$ cat src/rtl/pkcs7_pu_pkg.sv
`default_nettype none

package pkcs7_pu_pkg;

    localparam int BYTE_W          = 8;
    localparam int BLOCK_BYTES_DEF = 16;

    typedef struct packed {
        logic [BYTE_W-1:0] data_byte;
        logic              has_byte;
        logic              message_end;
    } in_item_t;

    typedef struct packed {
        logic [BYTE_W-1:0] out_byte;
        logic              out_has_byte;
        logic              out_last;
        logic              status;
    } out_item_t;

    typedef enum logic [1:0] {
        ST_IDLE,
        ST_PAD,
        ST_CHECK,
        ST_SWEEP
    } fsm_state_t;

    // what the output register loads
    typedef enum logic [2:0] {
        OUT_NONE,
        OUT_PASS,
        OUT_OLDEST,
        OUT_PAD,
        OUT_BARE_OK,
        OUT_ERROR
    } out_sel_t;

    typedef struct packed {
        out_sel_t out_sel;
        logic     out_last;
        logic     push_byte;
        logic     pos_step;
        logic     pad_start;
        logic     pad_step;
        logic     sweep_start;
        logic     sweep_shift;
        logic     msg_clear;
    } cmd_t;

    typedef struct packed {
        logic slot_free;
        logic unpad_mode;
        logic win_full;
        logic check_ok;
        logic keep_zero;
        logic pad_last;
        logic sweep_emit;
        logic sweep_last;
    } stat_t;

endpackage

`default_nettype wire

$ cat src/rtl/pkcs7_pu_ctrl.sv
`default_nettype none

module pkcs7_pu_ctrl
    import pkcs7_pu_pkg::*;
(
    input  wire logic     aclk,
    input  wire logic     aresetn,
    input  wire logic     s_valid,
    input  wire logic     s_has_byte,
    input  wire logic     s_message_end,
    output logic          s_ready,
    input  wire stat_t    stat,
    output cmd_t          cmd
);

    fsm_state_t state_reg, state_next;

    always_ff @(posedge aclk) begin
        if (!aresetn) begin
            state_reg <= ST_IDLE;
        end else begin
            state_reg <= state_next;
        end
    end

    always_comb begin
        state_next = state_reg;
        cmd        = '0;
        s_ready    = 1'b0;
        unique case (state_reg)
            ST_IDLE: begin
                s_ready = stat.slot_free;
                if (s_valid && stat.slot_free) begin
                    if (!stat.unpad_mode) begin
                        if (s_has_byte) begin
                            cmd.out_sel  = OUT_PASS;
                            cmd.pos_step = 1'b1;
                        end
                        if (s_message_end) begin
                            cmd.pad_start = 1'b1;
                            state_next    = ST_PAD;
                        end
                    end else begin
                        if (s_has_byte) begin
                            cmd.push_byte = 1'b1;
                            // full window: the oldest byte leaves as the new one enters
                            if (stat.win_full) begin
                                cmd.out_sel = OUT_OLDEST;
                            end
                        end
                        if (s_message_end) begin
                            state_next = ST_CHECK;
                        end
                    end
                end
            end
            ST_PAD: begin
                if (stat.slot_free) begin
                    cmd.out_sel  = OUT_PAD;
                    cmd.out_last = stat.pad_last;
                    cmd.pad_step = 1'b1;
                    if (stat.pad_last) begin
                        state_next = ST_IDLE;
                    end
                end
            end
            ST_CHECK: begin
                if (!stat.check_ok) begin
                    if (stat.slot_free) begin
                        cmd.out_sel   = OUT_ERROR;
                        cmd.msg_clear = 1'b1;
                        state_next    = ST_IDLE;
                    end
                end else if (stat.keep_zero) begin
                    if (stat.slot_free) begin
                        cmd.out_sel   = OUT_BARE_OK;
                        cmd.msg_clear = 1'b1;
                        state_next    = ST_IDLE;
                    end
                end else begin
                    cmd.sweep_start = 1'b1;
                    state_next      = ST_SWEEP;
                end
            end
            ST_SWEEP: begin
                if (!stat.sweep_emit) begin
                    // entry not part of this message, just shift past it
                    cmd.sweep_shift = 1'b1;
                end else if (stat.slot_free) begin
                    cmd.out_sel     = OUT_OLDEST;
                    cmd.out_last    = stat.sweep_last;
                    cmd.sweep_shift = 1'b1;
                    if (stat.sweep_last) begin
                        cmd.msg_clear = 1'b1;
                        state_next    = ST_IDLE;
                    end
                end
            end
            default: begin
                state_next = ST_IDLE;
            end
        endcase
    end

endmodule

`default_nettype wire

$ cat src/rtl/pkcs7_pu_dpath.sv
`default_nettype none

module pkcs7_pu_dpath
    import pkcs7_pu_pkg::*;
#(
    parameter int BLOCK_BYTES = BLOCK_BYTES_DEF
) (
    input  wire logic      aclk,
    input  wire logic      aresetn,
    input  wire logic      cfg_wr_en,
    input  wire logic      cfg_wr_data,
    input  wire in_item_t  s_item,
    input  wire cmd_t      cmd,
    output stat_t          stat,
    output logic           m_valid,
    input  wire logic      m_ready,
    output out_item_t      m_item
);

    localparam int PW = (BLOCK_BYTES > 1) ? $clog2(BLOCK_BYTES) : 1;
    localparam int FW = $clog2(BLOCK_BYTES + 1);
    localparam logic [FW-1:0]     N_F     = FW'(BLOCK_BYTES);
    localparam logic [PW-1:0]     POS_MAX = PW'(BLOCK_BYTES - 1);
    localparam logic [BYTE_W-1:0] N_B     = BYTE_W'(BLOCK_BYTES);

    logic                mode_reg, mode_next;
    logic [PW-1:0]       pos_reg, pos_next;
    logic [FW-1:0]       fill_reg, fill_next;
    logic [BYTE_W-1:0]   win_reg [BLOCK_BYTES];
    logic [BYTE_W-1:0]   win_next [BLOCK_BYTES];
    logic [FW-1:0]       rem_reg, rem_next;
    logic [BYTE_W-1:0]   pad_val_reg, pad_val_next;
    logic [FW-1:0]       j_reg, j_next;
    logic [FW-1:0]       start_reg, start_next;
    logic [FW-1:0]       last_idx_reg, last_idx_next;
    out_item_t           out_reg, out_next;
    logic                out_valid_reg, out_valid_next;

    logic [PW-1:0]       pos_inc, pos_eff;
    logic [FW-1:0]       plen;
    logic [BYTE_W-1:0]   pad_len, fill_b;
    logic                mism;
    logic                win_full;
    logic                slot_free;

    assign slot_free = !out_valid_reg || m_ready;
    assign win_full  = (fill_reg == N_F);

    // pad-mode position counter
    assign pos_inc = (pos_reg == POS_MAX) ? '0 : pos_reg + 1'b1;
    assign pos_eff = cmd.pos_step ? pos_inc : pos_reg;
    assign plen    = N_F - FW'(pos_eff);

    always_comb begin
        mode_next    = mode_reg;
        pos_next     = pos_reg;
        fill_next    = fill_reg;
        rem_next     = rem_reg;
        pad_val_next = pad_val_reg;
        if (cmd.pos_step) begin
            pos_next = pos_inc;
        end
        if (cmd.pad_start) begin
            pos_next     = '0;
            rem_next     = plen;
            pad_val_next = BYTE_W'(plen);
        end
        if (cmd.pad_step) begin
            rem_next = rem_reg - 1'b1;
        end
        if (cmd.push_byte && !win_full) begin
            fill_next = fill_reg + 1'b1;
        end
        if (cmd.msg_clear) begin
            pos_next  = '0;
            fill_next = '0;
        end
        if (cfg_wr_en) begin
            mode_next = cfg_wr_data;
            pos_next  = '0;
            fill_next = '0;
        end
    end

    // tail window: newest byte at the top entry, oldest valid byte leaves at entry 0
    always_comb begin
        win_next = win_reg;
        if (cmd.push_byte || cmd.sweep_shift) begin
            for (int i = 0; i < BLOCK_BYTES - 1; i++) begin
                win_next[i] = win_reg[i + 1];
            end
        end
        if (cmd.push_byte) begin
            win_next[BLOCK_BYTES-1] = s_item.data_byte;
        end
    end

    // padding check over the held bytes
    assign pad_len = win_reg[BLOCK_BYTES-1];
    assign fill_b  = BYTE_W'(fill_reg);

    always_comb begin
        mism = 1'b0;
        for (int i = 0; i < BLOCK_BYTES; i++) begin
            if ((BYTE_W'(BLOCK_BYTES - 1 - i) < pad_len) && (win_reg[i] != pad_len)) begin
                mism = 1'b1;
            end
        end
    end

    always_comb begin
        j_next        = j_reg;
        start_next    = start_reg;
        last_idx_next = last_idx_reg;
        if (cmd.sweep_start) begin
            j_next        = '0;
            start_next    = N_F - fill_reg;
            last_idx_next = N_F - FW'(pad_len) - 1'b1;
        end else if (cmd.sweep_shift) begin
            j_next = j_reg + 1'b1;
        end
    end

    always_comb begin
        out_next       = out_reg;
        out_valid_next = out_valid_reg;
        if (m_ready) begin
            out_valid_next = 1'b0;
        end
        unique case (cmd.out_sel)
            OUT_NONE: begin
                out_next = out_reg;
            end
            OUT_PASS: begin
                out_next       = '{out_byte: s_item.data_byte, out_has_byte: 1'b1,
                                   out_last: 1'b0, status: 1'b0};
                out_valid_next = 1'b1;
            end
            OUT_OLDEST: begin
                out_next       = '{out_byte: win_reg[0], out_has_byte: 1'b1,
                                   out_last: cmd.out_last, status: 1'b0};
                out_valid_next = 1'b1;
            end
            OUT_PAD: begin
                out_next       = '{out_byte: pad_val_reg, out_has_byte: 1'b1,
                                   out_last: cmd.out_last, status: 1'b0};
                out_valid_next = 1'b1;
            end
            OUT_BARE_OK: begin
                out_next       = '{out_byte: '0, out_has_byte: 1'b0,
                                   out_last: 1'b1, status: 1'b0};
                out_valid_next = 1'b1;
            end
            OUT_ERROR: begin
                out_next       = '{out_byte: '0, out_has_byte: 1'b0,
                                   out_last: 1'b1, status: 1'b1};
                out_valid_next = 1'b1;
            end
            default: begin
                out_next = out_reg;
            end
        endcase
    end

    always_ff @(posedge aclk) begin
        if (!aresetn) begin
            mode_reg      <= 1'b0;
            pos_reg       <= '0;
            fill_reg      <= '0;
            out_valid_reg <= 1'b0;
        end else begin
            mode_reg      <= mode_next;
            pos_reg       <= pos_next;
            fill_reg      <= fill_next;
            out_valid_reg <= out_valid_next;
        end
    end

    always_ff @(posedge aclk) begin
        win_reg      <= win_next;
        rem_reg      <= rem_next;
        pad_val_reg  <= pad_val_next;
        j_reg        <= j_next;
        start_reg    <= start_next;
        last_idx_reg <= last_idx_next;
        out_reg      <= out_next;
    end

    always_comb begin
        stat.slot_free  = slot_free;
        stat.unpad_mode = mode_reg;
        stat.win_full   = win_full;
        stat.check_ok   = (fill_reg != '0) && (pad_len != '0) && (pad_len <= N_B)
                          && (pad_len <= fill_b) && !mism;
        stat.keep_zero  = (pad_len == fill_b);
        stat.pad_last   = (rem_reg == FW'(1));
        stat.sweep_emit = (j_reg >= start_reg);
        stat.sweep_last = (j_reg == last_idx_reg);
    end

    assign m_valid = out_valid_reg;
    assign m_item  = out_reg;

`ifndef SYNTHESIS
    a_no_overwrite: assert property (@(posedge aclk) disable iff (!aresetn)
        (cmd.out_sel != OUT_NONE) |-> slot_free)
        else $error("result loaded while previous one not taken");

    a_release_on_full: assert property (@(posedge aclk) disable iff (!aresetn)
        (cmd.push_byte && win_full) |-> (cmd.out_sel == OUT_OLDEST))
        else $error("byte pushed into full window without release");

    a_sweep_after_pass: assert property (@(posedge aclk) disable iff (!aresetn)
        cmd.sweep_start |-> (stat.check_ok && !stat.keep_zero && mode_reg))
        else $error("sweep started without passed padding check");
`endif

endmodule

`default_nettype wire

$ cat src/rtl/pkcs7_pad_unpad_stream_core.sv
`default_nettype none

// PKCS#7 padder / unpadder for a byte stream, BLOCK_BYTES-byte blocks.
// Input channel s_*: one item per transfer, at most one byte plus an end marker.
// Result channel m_*: one byte (or a bare end/error result) per transfer.
// cfg_wr_en / cfg_wr_data: selects pad (0) or unpad (1); write only while idle,
// a write drops any message in progress.
// Pass-through bytes reach m_valid the next cycle, one per cycle unless stalled.
// Pad mode: message end appends 1..BLOCK_BYTES pad bytes, one per cycle while the
// output register is free; input is held off until the last one is loaded.
// Unpad mode: the newest BLOCK_BYTES bytes are held back; at message end a check
// state follows, then a sweep walks the window shift register and releases the
// kept bytes. In either mode a message end holds off the next item until the
// block is back in its idle state.
// An error result (status 1) replaces the kept bytes on bad padding; bytes
// already released are not recalled.
// A single output register separates the channels: a stalled receiver only
// holds off new input once that register is full.
// Reset selects pad mode, zeroes pos/fill and empties the output register.

module pkcs7_pad_unpad_stream_core
    import pkcs7_pu_pkg::*;
#(
    parameter int BLOCK_BYTES = BLOCK_BYTES_DEF
) (
    input  wire logic      aclk,
    input  wire logic      aresetn,
    input  wire logic      cfg_wr_en,
    input  wire logic      cfg_wr_data,
    input  wire logic      s_valid,
    output logic           s_ready,
    input  wire in_item_t  s_item,
    output logic           m_valid,
    input  wire logic      m_ready,
    output out_item_t      m_item
);

    cmd_t  cmd;
    stat_t stat;

    pkcs7_pu_ctrl u_ctrl (
        .aclk          (aclk),
        .aresetn       (aresetn),
        .s_valid       (s_valid),
        .s_has_byte    (s_item.has_byte),
        .s_message_end (s_item.message_end),
        .s_ready       (s_ready),
        .stat          (stat),
        .cmd           (cmd)
    );

    pkcs7_pu_dpath #(
        .BLOCK_BYTES (BLOCK_BYTES)
    ) u_dpath (
        .aclk        (aclk),
        .aresetn     (aresetn),
        .cfg_wr_en   (cfg_wr_en),
        .cfg_wr_data (cfg_wr_data),
        .s_item      (s_item),
        .cmd         (cmd),
        .stat        (stat),
        .m_valid     (m_valid),
        .m_ready     (m_ready),
        .m_item      (m_item)
    );

endmodule

`default_nettype wire
$ cat config.mk
export PLATFORM = sky130hd
export DESIGN_NAME = pkcs7_pad_unpad_stream_core
export DESIGN_NICKNAME = d
export VERILOG_FILES = /design/src/rtl/pkcs7_pu_pkg.sv /design/src/rtl/pkcs7_pu_ctrl.sv /design/src/rtl/pkcs7_pu_dpath.sv /design/src/rtl/pkcs7_pad_unpad_stream_core.sv
export SDC_FILE = /design/constraint.sdc
export NUM_CORES = 1
export LEC_CHECK = 0
export BUFFER_PORTS_ARGS = -buffer_cell sky130_fd_sc_hd__buf_2
export CAP_MARGIN = 20
export CORE_MARGIN = 5
export CORE_UTILIZATION = 30
export DETAILED_ROUTE_END_ITERATION = 10
export HOLD_SLACK_MARGIN = 0.15
export PLACE_DENSITY = 0.5
export SYNTH_ARGS = -nofsm -noshare
export SYNTH_HDL_FRONTEND = slang
export SYNTH_SLANG_ARGS = --single-unit
$ cat constraint.sdc
create_clock -name aclk -period 5.97 [get_ports aclk]
set_input_delay 0.8955 -clock aclk [delete_from_list [all_inputs] [get_ports aclk]]
set_output_delay 0.8955 -clock aclk [all_outputs]
set_load 0.05 [all_outputs]
Word-level counts from Yosys, hierarchy flattened
Index checks and enable logic that the tools add are counted.
Widths: inputs -> output; s select.
{ "word_totals": {"ff_bits": 177, "inputBits": 16, "out_inout_bits": 13, "elab_cells": 197} }
{ "classes": {"add_sub_neg": 8, "n_lt_le_gt_ge": 18, "n_eq_ne": 35, "n_mux": 69, "n_bitwise": 1, "reduce_logical": 36} }
{ "ops": {"columns": ["op", "count"], "rows": [
  ["$ne 8x8->1", 15],
  ["$lt 4x8->1 const A", 8],
  ["$pmux 11 s5", 1],
  ["$mux 1", 33],
  ["$mux 3", 11],
  ["$lt 3x8->1 const A", 4],
  ["$mux 2", 15],
  ["$logic_and 1x1->1", 21],
  ["$lt 2x8->1 const A", 2],
  ["$mux 4", 3],
  ["$ne 2x1->1 const B", 6],
  ["$pmux 3 s4", 1],
  ["$add 5x1->5 const B", 2],
  ["$mux 5", 2],
  ["$reduce_bool 5->1", 2],
  ["$sub 5x1->5 const B", 2],
  ["$sub 5x5->5 const A", 2],
  ["$eq 8x5->1", 1],
  ["$le 8x5->1", 1],
  ["$le 8x5->1 const B", 1],
  ["$lt 1x8->1 const A", 1],
  ["$pmux 2 s4", 1],
  ["$reduce_bool 8->1", 1],
  ["$reduce_and 7->1", 1],
  ["22 further kinds", 30]
]} }

Depth between registers and ports, before layout
{ "depth": {"word_depth": 24, "mapped_depth": 12, "ltp_nobuf": 10} }

Cells and area by module
From an unflattened synthesis, not the netlist that was laid out.
{ "hier_totals": {"cells_unflattened": 600, "hier_area_um2": 8267.9} }
{ "by_module_without_submodules": {"columns": ["mod", "instances", "cells_each", "area_per_inst_um2", "seq_area_each_um2"], "rows": [
  ["pkcs7_pu_dpath", 1, 557, 7905.1, 5094.9],
  ["pkcs7_pu_ctrl", 1, 43, 362.8, 40.0]
]} }

Worst setup path before layout
OpenSTA, ideal clock, no wires.
{ "synth_timing": {"kind": "input-to-reg", "from": "input m_ready", "to": "register u_dpath.win_reg[100] (netlist bit), enable pin", "setup_ns": 0.428, "arrival_ns": 3.682, "t_required_ns": 5.542, "path_slack_ns": 1.860, "stages": 3, "n_path_buf": 0, "cell_sequence": "nor2b_1 nor4_1 or2_2"} }
{ "synth_lines": {"columns": ["element", "line_no", "text"], "rows": [
  ["start: declaration", "pkcs7_pad_unpad_stream_core.sv:34", "input wire logic m_ready,"],
  ["end signal: assignment", "pkcs7_pu_dpath.sv:180", "win_reg <= win_next;"],
  ["end: declaration", "pkcs7_pu_dpath.sv:29", "logic [BYTE_W-1:0] win_reg [BLOCK_BYTES];"]
]} }

Worst setup path after layout
{ "layout_timing": {"from": "register u_dpath.win_reg, in the netlist u_dpath.pad_len[5]", "to": "register u_dpath.out_reg, in the netlist u_dpath.m_item[0], enable pin"} }
{ "layout_between": {"elab_chain_cells": 23, "word_cells_on_any_way": 78, "cone_classes": "order compare (17); eq/ne (21); mux (18); reduce/logical (22)"} }
{ "layout_lines": {"columns": ["element", "line_no", "text"], "rows": [
  ["$lt 4x8->1 or $ne 8x8->1 (tied branches)", "pkcs7_pu_dpath.sv:105", "if ((BYTE_W'(BLOCK_BYTES - 1 - i) < pad_len) && (win_reg[i] != pad_len)) begin"],
  ["$logic_and 1x1->1", "pkcs7_pu_dpath.sv:105", null],
  ["$mux 1 (15 in series)", "pkcs7_pu_dpath.sv:105", null],
  ["$logic_not 1->1", "pkcs7_pu_dpath.sv:194", "&& (pad_len <= fill_b) && !mism;"],
  ["$logic_and 1x1->1", "pkcs7_pu_dpath.sv:194", null],
  ["$mux 3 *", "pkcs7_pu_ctrl.sv:68", "if (!stat.check_ok) begin"],
  ["$pmux 3 s4 *", "pkcs7_pu_ctrl.sv:30", "unique case (state_reg)"],
  ["$eq 3x1->1 (tied with other cells)", "pkcs7_pu_dpath.sv:130", "unique case (cmd.out_sel)"],
  ["$reduce_bool 5->1 (no line) *", null, null],
  ["end signal: assignment", "pkcs7_pu_dpath.sv:186", "out_reg <= out_next;"],
  ["end: declaration", "pkcs7_pu_dpath.sv:36", "out_item_t out_reg, out_next;"]
]} }
Mark *: on every way between the ends. The rest lies on a longest branch, timed or not.
A chain may end at the register's enable or synchronous reset.

==> impl_metrics.env <==
export IMPL_worstSetupPathType="flip-flop to flip-flop"
export IMPL_synth_avg_cell_area_um2=13.1
export IMPL_synth_edf_count=159
export IMPL_min_period_ns=3.79
export IMPL_crit_required_ns=6.00
export IMPL_syn_num_nets=667
export IMPL_path_clk_slew_ns=0.07
export IMPL_ios=29
export IMPL_die_y_um=176
export IMPL_final_cell_count_no_fill=1015
export IMPL_ys_seq_area_share_pct=62.1
export IMPL_ctsHoldBuffers=0
export IMPL_synthTopCellsByArea="edfxtp_1, xor2_1, xnor2_1, dfxtp_1, ha_1"
export IMPL_ir_worst_vdd_mv=0.123
export IMPL_fin_crit_sh_pct=63.5
export IMPL_htreeDepth=4
export IMPL_fin_skew_ns=0.0110
export IMPL_fin_nets=696
export IMPL_hold_violations=0
export IMPL_synthMostInstantiatedCell="edfxtp_1"
export IMPL_critPathLaunchType="flip-flop"
export IMPL_cap_violations=0
export IMPL_vias=5022
export IMPL_postCtsSetupRepairBufs=0
export IMPL_initial_utilization_pct=30.6
export IMPL_powerDensity_nw_per_um2=321
export IMPL_area_delta_synth_final_pct=13.9
export IMPL_grt_max_degree=57
export IMPL_yosysWarningCount=0
export IMPL_grt_setup_unrepaired="false"
export IMPL_netlist_top_cells_count="edfxtp_1, xor2_1, xnor2_1"
export IMPL_rows=60
export IMPL_tightest_slew_ns=1.05
export IMPL_grt_antenna_before_repair=0
export IMPL_synth_area_um2=8270
export IMPL_clockBufferDepth=2
export IMPL_yosysTopAreaCell="edfxtp_1"
export IMPL_drt_iter0_markers=337
export IMPL_antenna_left=0
export IMPL_cts_buffers=17
export IMPL_cts_root_buffer="clkbuf_16"
export IMPL_numPortBuffers=28
export IMPL_firstDrtPassIters=5
export IMPL_synth_top_area_share_pct=57.7
export IMPL_syn_inst=632
export IMPL_dpl_cell_count=981
export IMPL_wirelength_um=18500
export IMPL_wire_per_inst_um=18.2
export IMPL_synth_top_flop_cell="edfxtp_1"
export IMPL_max_slew_margin_rel_pct=29.1
export IMPL_clock_sinks=177
export IMPL_cts_tree="built"
export IMPL_cp_end_kind="flip-flop"
export IMPL_diodes=0
export IMPL_cellLeakagePower_nw=3.26
export IMPL_cts_resized=0
export IMPL_ys_ff_latch=177
export IMPL_die_area_um2=31000
export IMPL_hold_path_class="flip-flop to flip-flop"
export IMPL_tns_ns=0
export IMPL_grt_pass1_wl_um=29100
export IMPL_drc=0
export IMPL_fmaxAchievable_mhz=264
export IMPL_hpwl_um=13200
export IMPL_fp_dieW_um=176
export IMPL_clk_insertion_delay_late_ns=0.43
export IMPL_cp_arrival_ns=3.81
export IMPL_ys_async_sr_fraction_pct=0
export IMPL_status="finished clean"
export IMPL_fin_total_pwr_mw=3.03
export IMPL_grt_pass1_vias=5179
export IMPL_largest_reg_flops=120
export IMPL_critPathMaxFanout=20
export IMPL_coreArea_um2=27000
export IMPL_layout_drive_gt1_share_pct=11.4
export IMPL_globalRouteTotalUtil_pct=12.0
export IMPL_synth_cell_types=50
export IMPL_setup_viol=0
export IMPL_gp_congestion=0.874
export IMPL_overflow=0
export IMPL_via_per_inst=4.95
export IMPL_drv_slew=0
[power breakdown]
group | leakage, nW | switching, mW | total [mW] | internal (mW)
logic | 1.38 | 0.245 | 0.361 | 0.115
clock network | 0.279 | 0.493 | 1.16 | 0.665
registers | 1.59 | 0.0660 | 1.51 | 1.44
total | 3.26 | 0.804 | 3.03 | 2.22
[final timing paths]
path                                                     from                             to  slack, ns  depth (start not counted)
worst min-delay path            u_dpath.win_reg[20]$_DFFE_PP_  u_dpath.win_reg[28]$_DFFE_PP_       0.47                          0
worst max-delay path             u_dpath.pad_len[5]$_DFFE_PP_    u_dpath.m_item[0]$_DFFE_PP_       2.18                          7
worst min register to register  u_dpath.win_reg[20]$_DFFE_PP_  u_dpath.win_reg[28]$_DFFE_PP_       0.47                          0
worst max register to register   u_dpath.pad_len[5]$_DFFE_PP_    u_dpath.m_item[0]$_DFFE_PP_       2.18                          7
[layer usage]
| layer | part of all wire [%] | global-route usage (%) | routed length [µm] |
|---|---|---|---|
| met5 | 0 | 0 | 0 |
| met4 | 2.0 | 4.09 | 374 |
| met3 | 4.3 | 2.87 | 800 |
| met2 | 50 | 20.6 | 9210 |
| met1 | 44 | 15.0 | 8080 |
[worst max-delay path, stage by stage (launching register included)]
cell and delay, ns:
edfxtp_1 0.81, or4_4 0.72, a21oi_4 0.19, a22oi_1 0.08, or4_1 0.57, and3b_1 0.26, and3_1 0.31, o211ai_1 0.43
[cells in the final DEF, fill, tap and decap left out, drive strengths merged, types with 17 or more instances in the layout]
| master | synthesis | final |
|---|---|---|
| nand4 | 17 | 17 |
| ha | 19 | 19 |
| buf | 18 | 40 |
| inv | 23 | 27 |
| nor2 | 18 | 18 |
| dfxtp | 18 | 18 |
| xor2 | 97 | 97 |
| a21oi | 33 | 33 |
| clkbuf | 12 | 18 |
| nor4 | 30 | 30 |
| edfxtp | 159 | 159 |
| xnor2 | 44 | 44 |
| nand2 | 34 | 34 |
[final cells by class]
type / count / area (µm²)
clock inverter: 14 / 178
clock buffer: 18 / 429
inverter: 23 / 86.3
tap: 341 / 427
multi-input combinational: 402 / 2910
sequential: 177 / 5130
timing repair buffer: 40 / 250
fill: 2658 / 17600
[through the flow]
step	hold slack (ns)	utilization (%)	area [µm²]	setup WS [ns]
2_1_floorplan	0.421	-	8270	1.86
3_3_place_gp	0.453	32.5	8780	2.30
3_5_place_dp	0.455	32.5	8780	2.17
4_1_cts	0.471	34.7	9380	2.15
5_1_grt	0.475	34.8	9420	1.93
6_report	0.472	34.8	9420	2.18
[cells by family (layout without fill, tap and decap cells)]
family,Yosys count,count (layout),share of synthesized area [%]
AOI/OAI and AO/OA,82,82,6.38
DFF,177,177,62.1
xor gates and xnor gates,141,141,14.9
and+or+nand+nor,152,152,9.94
buffers and inverters,53,95,2.80
adders and majority gates,19,19,2.87
muxes,8,8,0.983
Note: power is estimated with default switching activity, not from simulation.
